## config.mk

```make
export PLATFORM = sky130hd
export DESIGN_NAME = ptp_timestamp_alu
export DESIGN_NICKNAME = d
export VERILOG_FILES = /design/src/design/ptpts_pkg.sv /design/src/design/ptpts_arith.sv /design/src/design/ptpts_fold.sv /design/src/design/ptpts_norm.sv /design/src/design/ptp_timestamp_alu.sv
export SDC_FILE = /design/constraint.sdc
export NUM_CORES = 1
export LEC_CHECK = 0
export ABC_AREA = 1
export BUFFER_PORTS_ARGS = -buffer_cell sky130_fd_sc_hd__buf_2
export CAP_MARGIN = 5
export CORE_ASPECT_RATIO = 2
export CORE_UTILIZATION = 45
export DETAILED_ROUTE_END_ITERATION = 12
export PLACE_DENSITY = 0.63
export SKIP_LAST_GASP = 1
export SLEW_MARGIN = 20
export SYNTH_ARGS = -nofsm -noshare
export SYNTH_HDL_FRONTEND = slang
export SYNTH_SLANG_ARGS = --single-unit
```

## constraint.sdc

```tcl
create_clock -name clk -period 7.2 [get_ports clk]
set_input_delay 0.72 -clock clk [delete_from_list [all_inputs] [get_ports clk]]
set_output_delay 0.72 -clock clk [all_outputs]
set_load 0.03 [all_outputs]
```

## src/design/ptpts_pkg.sv

```systemverilog
`default_nettype none
// ----------------------------------------------------------------------------
// ptpts_pkg
// Shared types and constants for the PTP timestamp arithmetic pipeline.
// ----------------------------------------------------------------------------
package ptpts_pkg;

    localparam int SEC_W      = 64;
    localparam int WORD_W     = 32;
    localparam int NSEC_IN_W  = 31;
    localparam int NSEC_W     = 32;
    localparam int MODE_W     = 2;
    localparam int IN_DATA_W  = 192;
    localparam int IN_USER_W  = 2;
    localparam int OUT_DATA_W = 96;

    localparam logic [MODE_W-1:0] MODE_ADD = 2'd0;
    localparam logic [MODE_W-1:0] MODE_SUB = 2'd1;

    localparam logic signed [NSEC_W-1:0] NSEC_PER_SEC = 32'sd1000000000;
    localparam logic signed [NSEC_W-1:0] NSEC_ZERO    = 32'sd0;

    typedef struct packed {
        logic [SEC_W-1:0]         sec;
        logic signed [NSEC_W-1:0] nsec;
        logic                     skip;
    } stage_t;

endpackage
`default_nettype wire

```

## src/design/ptpts_arith.sv

```systemverilog
`default_nettype none
// ----------------------------------------------------------------------------
// ptpts_arith
// First stage: 64-bit seconds add, subtract or magnitude, nanosecond add,
// subtract or magnitude.
// ----------------------------------------------------------------------------
module ptpts_arith (
    input  wire logic                                  clk,
    input  wire logic                                  rst_n,
    input  wire logic                                  in_valid,
    output logic                                       in_ready,
    input  wire logic [ptpts_pkg::MODE_W-1:0]          mode,
    input  wire logic [ptpts_pkg::SEC_W-1:0]           a_sec,
    input  wire logic signed [ptpts_pkg::NSEC_IN_W-1:0] a_nsec,
    input  wire logic [ptpts_pkg::SEC_W-1:0]           b_sec,
    input  wire logic signed [ptpts_pkg::NSEC_IN_W-1:0] b_nsec,
    output logic                                       out_valid,
    input  wire logic                                  out_ready,
    output ptpts_pkg::stage_t                          out_data
);

    logic                                  valid_reg;
    logic                                  valid_next;
    ptpts_pkg::stage_t                     data_reg;
    ptpts_pkg::stage_t                     data_next;
    logic signed [ptpts_pkg::NSEC_W-1:0]   a_n;
    logic signed [ptpts_pkg::NSEC_W-1:0]   b_n;

    assign a_n = {a_nsec[ptpts_pkg::NSEC_IN_W-1], a_nsec};
    assign b_n = {b_nsec[ptpts_pkg::NSEC_IN_W-1], b_nsec};

    assign in_ready   = !valid_reg || out_ready;
    assign valid_next = in_ready ? in_valid : valid_reg;

    always_comb
    begin
        case (mode)
            ptpts_pkg::MODE_ADD:
            begin
                data_next.sec  = a_sec + b_sec;
                data_next.nsec = a_n + b_n;
                data_next.skip = 1'b0;
            end
            ptpts_pkg::MODE_SUB:
            begin
                data_next.sec  = a_sec - b_sec;
                data_next.nsec = a_n - b_n;
                data_next.skip = 1'b0;
            end
            default:
            begin
                data_next.sec  = a_sec[ptpts_pkg::SEC_W-1] ? (~a_sec + 64'd1) : a_sec;
                data_next.nsec = a_n[ptpts_pkg::NSEC_W-1] ? -a_n : a_n;
                data_next.skip = 1'b1;
            end
        endcase
    end

    always_ff @(posedge clk or negedge rst_n)
    begin
        if (!rst_n)
        begin
            valid_reg <= 1'b0;
        end
        else
        begin
            valid_reg <= valid_next;
        end
    end

    always_ff @(posedge clk)
    begin
        if (in_ready && in_valid)
        begin
            data_reg <= data_next;
        end
    end

    assign out_valid = valid_reg;
    assign out_data  = data_reg;

endmodule
`default_nettype wire

```

## src/design/ptpts_fold.sv

```systemverilog
`default_nettype none
// ----------------------------------------------------------------------------
// ptpts_fold
// Second stage: fold one second of nanosecond overflow into the seconds; magnitude words pass through.
// ----------------------------------------------------------------------------
module ptpts_fold (
    input  wire logic              clk,
    input  wire logic              rst_n,
    input  wire logic              in_valid,
    output logic                   in_ready,
    input  wire ptpts_pkg::stage_t in_data,
    output logic                   out_valid,
    input  wire logic              out_ready,
    output ptpts_pkg::stage_t      out_data
);

    logic              valid_reg;
    logic              valid_next;
    ptpts_pkg::stage_t data_reg;
    ptpts_pkg::stage_t data_next;

    assign in_ready   = !valid_reg || out_ready;
    assign valid_next = in_ready ? in_valid : valid_reg;

    always_comb
    begin
        data_next = in_data;
        if (!in_data.skip)
        begin
            if (in_data.nsec >= ptpts_pkg::NSEC_PER_SEC)
            begin
                data_next.sec  = in_data.sec + 64'd1;
                data_next.nsec = in_data.nsec - ptpts_pkg::NSEC_PER_SEC;
            end
            else if (in_data.nsec <= -ptpts_pkg::NSEC_PER_SEC)
            begin
                data_next.sec  = in_data.sec - 64'd1;
                data_next.nsec = in_data.nsec + ptpts_pkg::NSEC_PER_SEC;
            end
        end
    end

    always_ff @(posedge clk or negedge rst_n)
    begin
        if (!rst_n)
        begin
            valid_reg <= 1'b0;
        end
        else
        begin
            valid_reg <= valid_next;
        end
    end

    always_ff @(posedge clk)
    begin
        if (in_ready && in_valid)
        begin
            data_reg <= data_next;
        end
    end

    assign out_valid = valid_reg;
    assign out_data  = data_reg;

endmodule
`default_nettype wire

```

## src/design/ptpts_norm.sv

```systemverilog
`default_nettype none
// ----------------------------------------------------------------------------
// ptpts_norm
// Third stage: give the nanoseconds the sign of the seconds; this register
// is the output word register.
// ----------------------------------------------------------------------------
module ptpts_norm (
    input  wire logic              clk,
    input  wire logic              rst_n,
    input  wire logic              in_valid,
    output logic                   in_ready,
    input  wire ptpts_pkg::stage_t in_data,
    output logic                   out_valid,
    input  wire logic              out_ready,
    output ptpts_pkg::stage_t      out_data
);

    logic              valid_reg;
    logic              valid_next;
    ptpts_pkg::stage_t data_reg;
    ptpts_pkg::stage_t data_next;
    logic              sec_neg;
    logic              sec_zero;

    assign sec_neg  = in_data.sec[ptpts_pkg::SEC_W-1];
    assign sec_zero = (in_data.sec == '0);

    assign in_ready   = !valid_reg || out_ready;
    assign valid_next = in_ready ? in_valid : valid_reg;

    always_comb
    begin
        data_next = in_data;
        if (!in_data.skip)
        begin
            if (sec_neg && (in_data.nsec > ptpts_pkg::NSEC_ZERO))
            begin
                data_next.sec  = in_data.sec + 64'd1;
                data_next.nsec = in_data.nsec - ptpts_pkg::NSEC_PER_SEC;
            end
            else if (!sec_neg && !sec_zero && (in_data.nsec < ptpts_pkg::NSEC_ZERO))
            begin
                data_next.sec  = in_data.sec - 64'd1;
                data_next.nsec = in_data.nsec + ptpts_pkg::NSEC_PER_SEC;
            end
        end
    end

    always_ff @(posedge clk or negedge rst_n)
    begin
        if (!rst_n)
        begin
            valid_reg <= 1'b0;
        end
        else
        begin
            valid_reg <= valid_next;
        end
    end

    always_ff @(posedge clk)
    begin
        if (in_ready && in_valid)
        begin
            data_reg <= data_next;
        end
    end

    assign out_valid = valid_reg;
    assign out_data  = data_reg;

endmodule
`default_nettype wire

```

## src/design/ptp_timestamp_alu.sv

```systemverilog
`default_nettype none
// ----------------------------------------------------------------------------
// ptp_timestamp_alu
// Add, subtract and absolute value of PTP timestamps (64-bit seconds plus
// signed nanoseconds) in a three-stage pipeline.
// ----------------------------------------------------------------------------
// One word enters per cycle while s_axis_tready is high and results leave in
// input order. The three register stages (arithmetic, nanosecond fold, sign
// normalize) each hold one word with its own valid bit; a stage takes a new
// word whenever it is empty or its word moves on, so s_axis_tready follows
// m_axis_tready through that chain and empty stages keep filling while a
// finished result waits on the output.
// ----------------------------------------------------------------------------
module ptp_timestamp_alu (
    input  wire logic                                 clk,
    input  wire logic                                 rst_n,
    input  wire logic                                 s_axis_tvalid,
    output logic                                      s_axis_tready,
    // first_sec_high, first_sec_low, first_nsec, second_sec_high,
    // second_sec_low, second_nsec, zero pad
    input  wire logic [ptpts_pkg::IN_DATA_W-1:0]      s_axis_tdata,
    // mode
    input  wire logic [ptpts_pkg::IN_USER_W-1:0]      s_axis_tuser,
    output logic                                      m_axis_tvalid,
    input  wire logic                                 m_axis_tready,
    // result_sec_high, result_sec_low, result_nsec, zero pad
    output logic [ptpts_pkg::OUT_DATA_W-1:0]          m_axis_tdata
);

    logic [ptpts_pkg::SEC_W-1:0]            a_sec;
    logic signed [ptpts_pkg::NSEC_IN_W-1:0] a_nsec;
    logic [ptpts_pkg::SEC_W-1:0]            b_sec;
    logic signed [ptpts_pkg::NSEC_IN_W-1:0] b_nsec;

    logic              arith_valid;
    logic              fold_ready;
    ptpts_pkg::stage_t arith_data;
    logic              fold_valid;
    logic              norm_ready;
    ptpts_pkg::stage_t fold_data;
    ptpts_pkg::stage_t norm_data;

    assign a_sec  = {s_axis_tdata[31:0], s_axis_tdata[63:32]};
    assign a_nsec = s_axis_tdata[94:64];
    assign b_sec  = {s_axis_tdata[126:95], s_axis_tdata[158:127]};
    assign b_nsec = s_axis_tdata[189:159];

    ptpts_arith u_arith (
        .clk       (clk),
        .rst_n     (rst_n),
        .in_valid  (s_axis_tvalid),
        .in_ready  (s_axis_tready),
        .mode      (s_axis_tuser),
        .a_sec     (a_sec),
        .a_nsec    (a_nsec),
        .b_sec     (b_sec),
        .b_nsec    (b_nsec),
        .out_valid (arith_valid),
        .out_ready (fold_ready),
        .out_data  (arith_data)
    );

    ptpts_fold u_fold (
        .clk       (clk),
        .rst_n     (rst_n),
        .in_valid  (arith_valid),
        .in_ready  (fold_ready),
        .in_data   (arith_data),
        .out_valid (fold_valid),
        .out_ready (norm_ready),
        .out_data  (fold_data)
    );

    ptpts_norm u_norm (
        .clk       (clk),
        .rst_n     (rst_n),
        .in_valid  (fold_valid),
        .in_ready  (norm_ready),
        .in_data   (fold_data),
        .out_valid (m_axis_tvalid),
        .out_ready (m_axis_tready),
        .out_data  (norm_data)
    );

    assign m_axis_tdata = {1'b0,
                           norm_data.nsec[ptpts_pkg::NSEC_IN_W-1:0],
                           norm_data.sec[ptpts_pkg::WORD_W-1:0],
                           norm_data.sec[ptpts_pkg::SEC_W-1:ptpts_pkg::WORD_W]};

endmodule
`default_nettype wire

```

-- Yosys cells after proc, flatten, opt, wreduce, memory -nomap -nowiden
Index checks and enable logic that the tools add are counted.
- register bits: 292
- output and inout port bits: 98
- logic and storage cells: 56
- add/subtract/negate cells: 14
- magnitude comparators: 4
- equal/unequal tests: 1
- multiplexer cells: 9
- bitwise operators: 1
- reduce and logical (&&, ||, !) cells: 16
- operators with widths (cell ; count):
    2-to-1 mux 96 bit ; 6
    case mux 97 bit (2 select lines) ; 1
    adder 64 x 1 -> 64 bit (second input constant) ; 3
    subtractor 64 x 1 -> 64 bit (second input constant) ; 2
    adder 32 x 31 -> 32 bit (second input constant) ; 2
    adder 64 bit ; 1
    zero test 64 bit ; 1
    2-to-1 mux 64 bit ; 1
    inverter 64 bit ; 1
    subtractor 32 x 31 -> 32 bit (second input constant) ; 2
    subtractor 64 bit ; 1
    adder 31 x 31 -> 32 bit ; 1
    greater-or-equal comparator 32 x 31 -> 1 bit (second input constant) ; 1
    > comparator 32 x 1 -> 1 bit (second input constant) ; 1
    <= comparator 32 x 31 -> 1 bit (second input constant) ; 1
    less-than comparator 32 x 1 -> 1 bit (second input constant) ; 1
    2-to-1 mux 32 bit ; 1
    negator 31 -> 32 bit ; 1
    subtractor 31 x 31 -> 32 bit ; 1
    logical AND 1 bit ; 6
    zero test 1 bit ; 5
    logical OR 1 bit ; 3
    equality test 2 x 1 -> 1 bit (second input constant) ; 1
    zero test 2 bit ; 1

-- Logic depth before layout (Yosys ltp)
Gate-level depths: netlist (run 1).
- depth after elaboration: 7
- mapped depth: 25

-- Modules after synthesis
Synthesis (run 1) repeated with hierarchy kept, for this count alone.
- cell total of the unflattened synthesis: 6688
- area, all modules: 37536.0 um2
- modules (own cells, without submodules) (module ; times used ; cells an instance ; area an instance (um2)):
    ptpts_arith ; 1 ; 3276 ; 17638.2
    ptpts_fold ; 1 ; 1923 ; 10834.1
    ptpts_norm ; 1 ; 1487 ; 9052.4
    ptp_timestamp_alu ; 1 ; 2 ; 11.3

-- Least setup slack after synthesis (run 1)
Ideal clock, no wire load.
- path type: input -> register
- from: input m_axis_tready
- to: register u_norm.data_reg, in the netlist u_norm.out_data[10] (enable)
- arrival time: 5.323 ns
- required time: 6.620 ns
- slack: 1.297 ns
- stages: 2
- path buffers: 0
- path through: inv_1 > a21oi_1
- word-level cells in the longest chain between the ends: 2
- ends and longest elaborated chain (element ; line ; source):
    from (decl) ; ptp_timestamp_alu.sv:25 ; input wire logic m_axis_tready,
    logical OR 1 bit ; ptpts_norm.sv:28 ; assign in_ready = !valid_reg || out_ready;
    logical AND 1 bit ; ptpts_norm.sv:63 ; if (in_ready && in_valid)
    to (signal assigned) ; ptpts_norm.sv:65 ; data_reg <= data_next;
    to (decl) ; ptpts_norm.sv:20 ; ptpts_pkg::stage_t data_reg;
Every way passes these cells.
A chain may end at the register's enable or synchronous reset.

==> run metrics, run 1 <==
aggregate global-route resource usage 41.4%; area grow syn2layout 7.02%; FF-to-FF Start u_arith.out_data[12]; Vias/cell 5.64; Hold/Removal Path Class input pin to register; crit-path cells buf_2, inv_1, ha_1, inv_1, nor3_2, nand3_1, nor2_1, nand4_1, o21ai_2, o21ai_0, xor2_1, ha_1, nand2_1, nor2_1, inv_1, nor3_1, nand2_1, nor2_1, nand2_1, nand2_1, nand2_1, nand3_1, nand2_1; crit path time final about 5 ns; total CTS buffers 23; critical path class input pin to register; Initial Util 45.5%; critical path startpoint category input pin; register area share after synthesis 22.6%; Mapped Cells 6977; syn nets 7285; # setup viols final 0; Multi-input gate area 25900 um2; setup tns final 0 ns; Peak Freq approximately 200 MHz; CTS tree done; CTS clk-pin slew, worst paths 0.09 ns; register area 8750 um2; total number of vias about 46000; total wire length around 180 mm; I/O Pins ~300; worst hold start m_axis_tready; Leak 20.0 nW; core area 85000 um2; FP Rows 151; Final HPWL DP 149 mm; DRT iter0 DRCs 3804; Buffers & Inverters on Critical Path 4; RSZ-0062 raised after global routing false; Max Slew Vio Count 0; asr flop ratio synth around 1.0%; crit path max-delay cell type nor3_1; Max clock buf depth 3; WL/cell between 20 and 25 um; Power Density between 150 and 200 nW/um2; clk sinks between 200 and 300; Post-Synth XOR/XNOR Area approximately 5.3%; Ys Warns 0; worst endpoint data arrival time approximately 5.4 ns; nets roughly 7400; met1 Track Usage GR 37.1%; die width between 200 and 250 um; CTS Hold Buffers Added 1; Yosys cell types 58; share of cells above drive strength 1 6.15%; Synth Area in Simple Gates 50.1%; status complete, no violations; EDFF count, synth 289; cell repeated most along the worst path nand2_1; Netlist Area Pre-Place 38700 um2; vias in the first global route 44600; first-pass GRT wire length 268 mm; CP Data Required Time 7.56 ns; Most used DFF post-synth edfxtp_1; met2 Track Usage GR 74.5%; biggest cell delay along the critical path 0.50 ns; Largest delay share family, worst path simple AND/OR/NAND/NOR gates; largest family of logic cells by synthesized area simple AND/OR/NAND/NOR gates; largest net degree at the start of global routing 70; Setup Skew around 0.030 ns; total power slightly above 8 mW; die footprint 87300 um2; global route total overflow 0; PostCTS Resize Cnt 0; DRC errors left 0; antenna violations before repair 12; Mean Syn Cell Area 5.55 um2; Root Driver clkbuf_16; grt peak-use layer met2; global-route met3 utilization 6.25%; Die Height 417 um; TritonRoute pass-1 iters 7; fraction of synthesized area in multiplexers 0.0517%; Worst slew margin between 10 and 15%; Max VDD drop 0.178 mV; I/O Buffers ~290; Fill cells 9564; Synth Area in Compound Gates 7.78%; Synth Register Bits 292; H-tree depth 1; Worst Setup End Kind register; Setup Buffers After CTS 0; Area contributors post-synth nand2_1 (27%), edfxtp_1 (22%), nor2_1 (11%), inv_1 (7.4%), nand3_1 (6.8%); Final ANT Viol Nets 0; share of the synthesized area in the top cell type 26.7%; final hold vios 0; worst slew pin tran 1.28 ns; clk_lat worst skew 0.62 ns; Synth Area in Adders 3.59%; critical path launch point s_axis_tdata[127]; max_cap viols 0; CP max FO 6; Synth area leader nand2_1; period utilization 70.1%; gp weighted congestion 1.06
-- Yosys cell counts (108+ instances only) --
cell         n
ha_1       108
nand3_1    527
edfxtp_1   289
nor3_1     113
nor2_1    1101
inv_1      763
a21oi_1    210
nand2_1   2757
o21ai_0    273
nand4_1    138
xor2_1     198
-- power breakdown --
group          switching (mW)  internal, mW
clock network           0.677         0.674
registers               0.494          2.39
logic                    2.77          1.07
-- cell usage in the layout (no fill, tap or decap), types with 4 or more instances in the layout --
master / count
xor2_1: 198
o31ai_1: 4
o21ai_1: 22
nand3_1: 527
clkbuf_16: 23
edfxtp_1: 289
xnor2_1: 38
nand2_2: 12
nor3_2: 4
nand2_1: 2756
nor2_1: 1097
o21ai_0: 273
o21a_1: 4
nor2_4: 5
o21bai_1: 11
clkinv_1: 6
clkinvlp_4: 7
or2_2: 7
buf_2: 291
nor3_1: 112
o21ai_2: 4
diode_2: 9
buf_4: 30
and3_1: 5
ha_1: 108
o211ai_1: 9
nor2_2: 17
nand4_1: 138
o22ai_1: 10
nor3b_1: 5
nand3b_1: 42
a21oi_1: 208
a31oi_1: 6
inv_2: 13
nor4_1: 13
inv_1: 759
-- final timing paths --
| kind | cells past startpoint | slack, ns | endpoint |
|---|---|---|---|
| max | 23 | 2.15 | u_arith.out_data[91] |
| min | 4 | 0.39 | u_norm.out_valid |
| max reg2reg | 14 | 3.21 | u_fold.out_data[59] |
| min reg2reg | 0 | 0.44 | u_norm.out_data[6] |
| max in group asynchronous | 2 | 6.66 | u_arith.out_valid |
| min in group asynchronous | 2 | 0.41 | u_norm.out_valid |
-- layout make-up --
type / instances / area share (%)
multi-input cells: 5667 / 62.6
well taps: 1071 / 3.23
flip-flops and latches: 292 / 21.1
repair buffers: 322 / 4.08
inverters: 779 / 7.07
diodes: 9 / 0.0544
clock buffers: 23 / 1.39
clock inverters: 18 / 0.468
-- worst reg2reg max path: cells and delay by family (launching register included) --
family,cells,cell delay [ns]
AND/OR/NAND/NOR,12,2.30
flip-flops,1,0.56
buffers and inverters,2,0.98
-- through the flow --
stage	hold WS (ns)	area (um2)	cells	setup slack (ns)	util, %
final	0.386	41400	8181	2.15	48.7
after CTS	0.369	41400	8171	2.31	48.7
after detailed placement	0.436	40600	8129	1.67	47.8
after global placement	0.429	40600	8129	1.75	47.8
after global routing	0.416	41400	8181	1.88	48.7
after floorplan	0.424	38700	6977	1.30	-
-- routing by layer --
metal	vias up	part of all wire, %
met3	893	6.5
met5	-	0
met1	20600	31
met2	2285	49
li1	22400	-
met4	0	13
-- sequential cells by signal (all words and copies together) (netlist names) --
| register | flops |
|---|---|
| u_norm.out_data | 95 |
| u_norm.out_valid | 1 |
| u_fold.out_data | 97 |
| u_fold.out_valid | 1 |
| u_arith.out_data | 97 |
| u_arith.out_valid | 1 |
-- kinds of logic (layout without fill, tap and decap cells) --
group | Yosys count | after routing
AO/OA/AOI/OAI | 568 | 568
XOR/XNOR | 236 | 236
adder cells (fa/ha/maj) | 110 | 110
buffers and inverters | 1018 | 1142
flip-flops | 292 | 292
multiplexers | 2 | 2
other | 1 | 10
AND/OR/NAND/NOR | 4750 | 4750
(Power assumes the default switching activity.)
==> run 2: changes to the inputs <==
--- a/config.mk
+++ b/config.mk
@@ -5,13 +5,13 @@
 export SDC_FILE = /design/constraint.sdc
 export NUM_CORES = 1
 export LEC_CHECK = 0
-export ABC_AREA = 1
+export ABC_AREA = 0
 export BUFFER_PORTS_ARGS = -buffer_cell sky130_fd_sc_hd__buf_2
 export CAP_MARGIN = 5
 export CORE_ASPECT_RATIO = 2
 export CORE_UTILIZATION = 45
 export DETAILED_ROUTE_END_ITERATION = 12
-export PLACE_DENSITY = 0.63
+export PLACE_DENSITY = 0.67
 export SKIP_LAST_GASP = 1
 export SLEW_MARGIN = 20
 export SYNTH_ARGS = -nofsm -noshare
==> constraint.sdc (replaced) <==
create_clock -name clk -period 4.5 [get_ports clk]
set_input_delay 0.45 -clock clk [delete_from_list [all_inputs] [get_ports clk]]
set_output_delay 0.45 -clock clk [all_outputs]
set_load 0.03 [all_outputs]
==> run metrics, run 2 <==
status complete, but fails checks (was complete, no violations); failing checks setup timing; die width 172 um (was 209 um); Hold/Removal Path Class input pin to register (unchanged); asr flop ratio synth 1.03% (unchanged); Most used DFF post-synth edfxtp_1 (unchanged); EDFF count, synth 289 (unchanged); antenna violations before repair 7 (was 12); final hold vios 0 (unchanged); Peak Freq about 190 MHz; total CTS buffers 22 (was 23); RSZ-0062 raised after global routing true (was false); share of the synthesized area in the top cell type 33.5% (was 26.7%); DRT iter0 DRCs 2068 (was 3804); most frequent cell after synthesis nand2_1 (unchanged); global route total overflow 0 (unchanged); critical path startpoint category input pin (unchanged); Final ANT Viol Nets 0 (unchanged); CP max FO 3 (was 6); aggregate global-route resource usage 31.1% (was 41.4%); most frequent cells in the layout buf_4 (408), nand2_1 (294), buf_2 (289), edfxtp_1 (289), nor2_1 (266) (was nand2_1 (2756), nor2_1 (1097), inv_1 (759), nand3_1 (527), buf_2 (291)); total power 9.93 mW (was 8.07 mW); Die Height 341 um (was 417 um); share of cells above drive strength 1 23.8% (was 6.15%); Max VDD drop 0.252 mV (was 0.178 mV); core area 56900 um2 (was 85000 um2); clk sinks 292 (unchanged); Worst Setup End Kind register (unchanged); I/O Pins 296 (unchanged); total wire length 91.7 mm (was 184 mm); PnR worst setup slack -0.698 ns (was 2.15 ns); syn nets 3352 (was 7285); Max Slew Vio Count 0 (unchanged); Power Density 308 nW/um2 (was 195 nW/um2); Area contributors post-synth edfxtp_1 (34%), xnor2_1 (8.1%), xor2_1 (6.5%), ha_1 (5.2%), a21oi_1 (4.6%) (was nand2_1 (27%), edfxtp_1 (22%), nor2_1 (11%), inv_1 (7.4%), nand3_1 (6.8%)); first-pass GRT wire length 141 mm (was 268 mm); area grow syn2layout 24.5% (was 7.02%); crit-path cells buf_6, or4_4, or4_4, or2_1, or3_4, nor4_4, nand2b_2, or3_4, buf_4, o31ai_4, xor2_1, ha_1, and3_4, nand3_2, nor3_4, a2111oi_2, o211ai_1, a31oi_1, xor2_1, o21ai_1 (was buf_2, inv_1, ha_1, inv_1, nor3_2, nand3_1, nor2_1, nand4_1, o21ai_2, o21ai_0, xor2_1, ha_1, nand2_1, nor2_1, inv_1, nor3_1, nand2_1, nor2_1, nand2_1, nand2_1, nand2_1, nand3_1, nand2_1); CTS tree done (unchanged); setup tns final -9.32 ns (was 0 ns); Final HPWL DP 76.1 mm (was 149 mm); WL/cell 20.8 um (was 22.4 um); Ys Warns 0 (unchanged); final hold slack 0.113 ns (was 0.386 ns); TritonRoute pass-1 iters 8 (was 7); Setup Skew 0.0270 ns (was 0.0302 ns); gp weighted congestion 1.01 (was 1.06); most common library cells after synthesis nand2_1 (298), edfxtp_1 (289), nor2_1 (271) (was nand2_1 (2757), nor2_1 (1101), inv_1 (763)); CP Data Required Time 4.77 ns (was 7.56 ns); Leak 12.4 nW (was 20.0 nW); max_cap viols 0 (unchanged); largest net degree at the start of global routing 98 (was 70); # setup viols final 26 (was 0); FP Rows 124 (was 151); Initial Util 45.5% (about the same); worst slew pin tran 1.02 ns (was 1.28 ns); period utilization 116%; Yosys cell types 85 (was 58); Max clock buf depth 3 (unchanged); die footprint 58600 um2 (was 87300 um2); clk_lat worst skew 0.56 ns (was 0.62 ns); Mean Syn Cell Area 8.51 um2 (was 5.55 um2); nets 3941 (was 7393); critical path class input pin to register (unchanged); most common library cell in the layout ignoring fill and taps buf_4 (was nand2_1); Largest delay share family, worst path simple AND/OR/NAND/NOR gates (unchanged); crit path time final slightly above 5 ns; CTS clk-pin slew, worst paths 0.07 ns (was 0.09 ns); Mapped Cells 3044 (was 6977); total number of vias 26200 (was 46100); worst endpoint data arrival time 5.46 ns (was 5.41 ns); crit path max-delay cell type or4_4 (was nor3_1); Netlist Area Pre-Place 25900 um2 (was 38700 um2); DRC errors left 0 (unchanged); Synth Register Bits 292 (unchanged); Vias/cell 5.94 (was 5.64); vias in the first global route 25800 (was 44600); Buffers & Inverters on Critical Path 2 (was 4); Worst slew margin 31.6% (was 14.0%); Root Driver clkbuf_16 (unchanged); register area share after synthesis 33.8% (was 22.6%); biggest cell delay along the critical path 0.53 ns (was 0.50 ns); H-tree depth 1 (unchanged); Synth area leader edfxtp_1 (was nand2_1); I/O Buffers 292 (unchanged)
-- run 2: changes by cell type in the layout (fill, tap and decap cells not counted), moves of 99 or more --
cell / before / now
nand2_1: 2756 / 294
nor2_1: 1097 / 266
inv_1: 759 / 60
buf_4: 30 / 408
o21ai_0: 273 / 174
xnor2_1: 38 / 238
nand3_1: 527 / 98
-- run 2: final cells by class --
type	count	area (um2)
antenna	5	12.5
clock buffer	26	566
clock inverter	14	205
fill	5316	24700
inverter	61	229
multi-input combinational	2550	16900
sequential	292	8750
tap	756	946
timing repair buffer	706	4630
-- run 2: logic make-up (layout without fill, tap and decap cells) --
family / count (synthesis) / count (layout) / synth area share (%)
adders and majority gates: 110 / 110 / 5.37
DFF: 292 / 292 / 33.8
xor gates and xnor gates: 430 / 430 / 14.5
buffers and inverters: 202 / 807 / 2.96
AOI/OAI and AO/OA: 804 / 804 / 19.6
other: 1 / 6 / 0.0145
and+or+nand+nor: 1198 / 1198 / 23.4
muxes: 7 / 7 / 0.271
-- run 2: per-layer routing --
| layer | GRT usage [%] | vias up | wire length, um |
|---|---|---|---|
| met1 | 33.5 | 12300 | 33300 |
| met5 | 0 | - | 24 |
| li1 | - | 12600 | - |
| met2 | 58.2 | 1033 | 48000 |
| met3 | 2.11 | 280 | 3970 |
| met4 | 18.8 | 4 | 6420 |
-- run 2: what timing repair did --
| item | CTS | global route |
|---|---|---|
| pin swaps | 17 | 35 |
| buffers inserted | 5 | 10 |
| resized for setup | 30 | 59 |
| endpoints found under the setup margin | 30 | 35 |
| endpoints found under the hold margin | 3 | 0 |
| hold buffers | 1 | 0 |
-- run 2: where the power goes --
group          switching (mW)  internal (mW)
Clock                   0.949           1.15
Sequential              0.391           3.52
Combinational            2.29           1.63
-- run 2: worst paths after layout --
kind / start / endpoint / slack [ns] / cells past startpoint
setup / recovery: s_axis_tdata[149] / u_arith.out_data[92] / -0.70 / 20
hold / removal: s_axis_tvalid / u_arith.out_valid / 0.11 / 2
setup reg to reg: u_arith.out_data[18] / u_fold.out_data[84] / 0.29 / 9
hold reg to reg: u_fold.out_data[9] / u_norm.out_data[9] / 0.43 / 0
max in group asynchronous: rst_n / u_arith.out_valid / 4.17 / 2
min in group asynchronous: rst_n / u_norm.out_valid / 0.23 / 2
-- run 2: through the flow --
stage	area [um2]	setup WS (ns)	util (%)	instances
6_report	32200	-0.698	56.6	4410
5_1_grt	32200	-0.897	56.6	4410
4_1_cts	31900	-0.695	56.0	4395
3_5_place_dp	30900	-1.44	54.3	4350
3_3_place_gp	30900	-1.39	54.3	4350
2_1_floorplan	26000	-0.731	-	3044
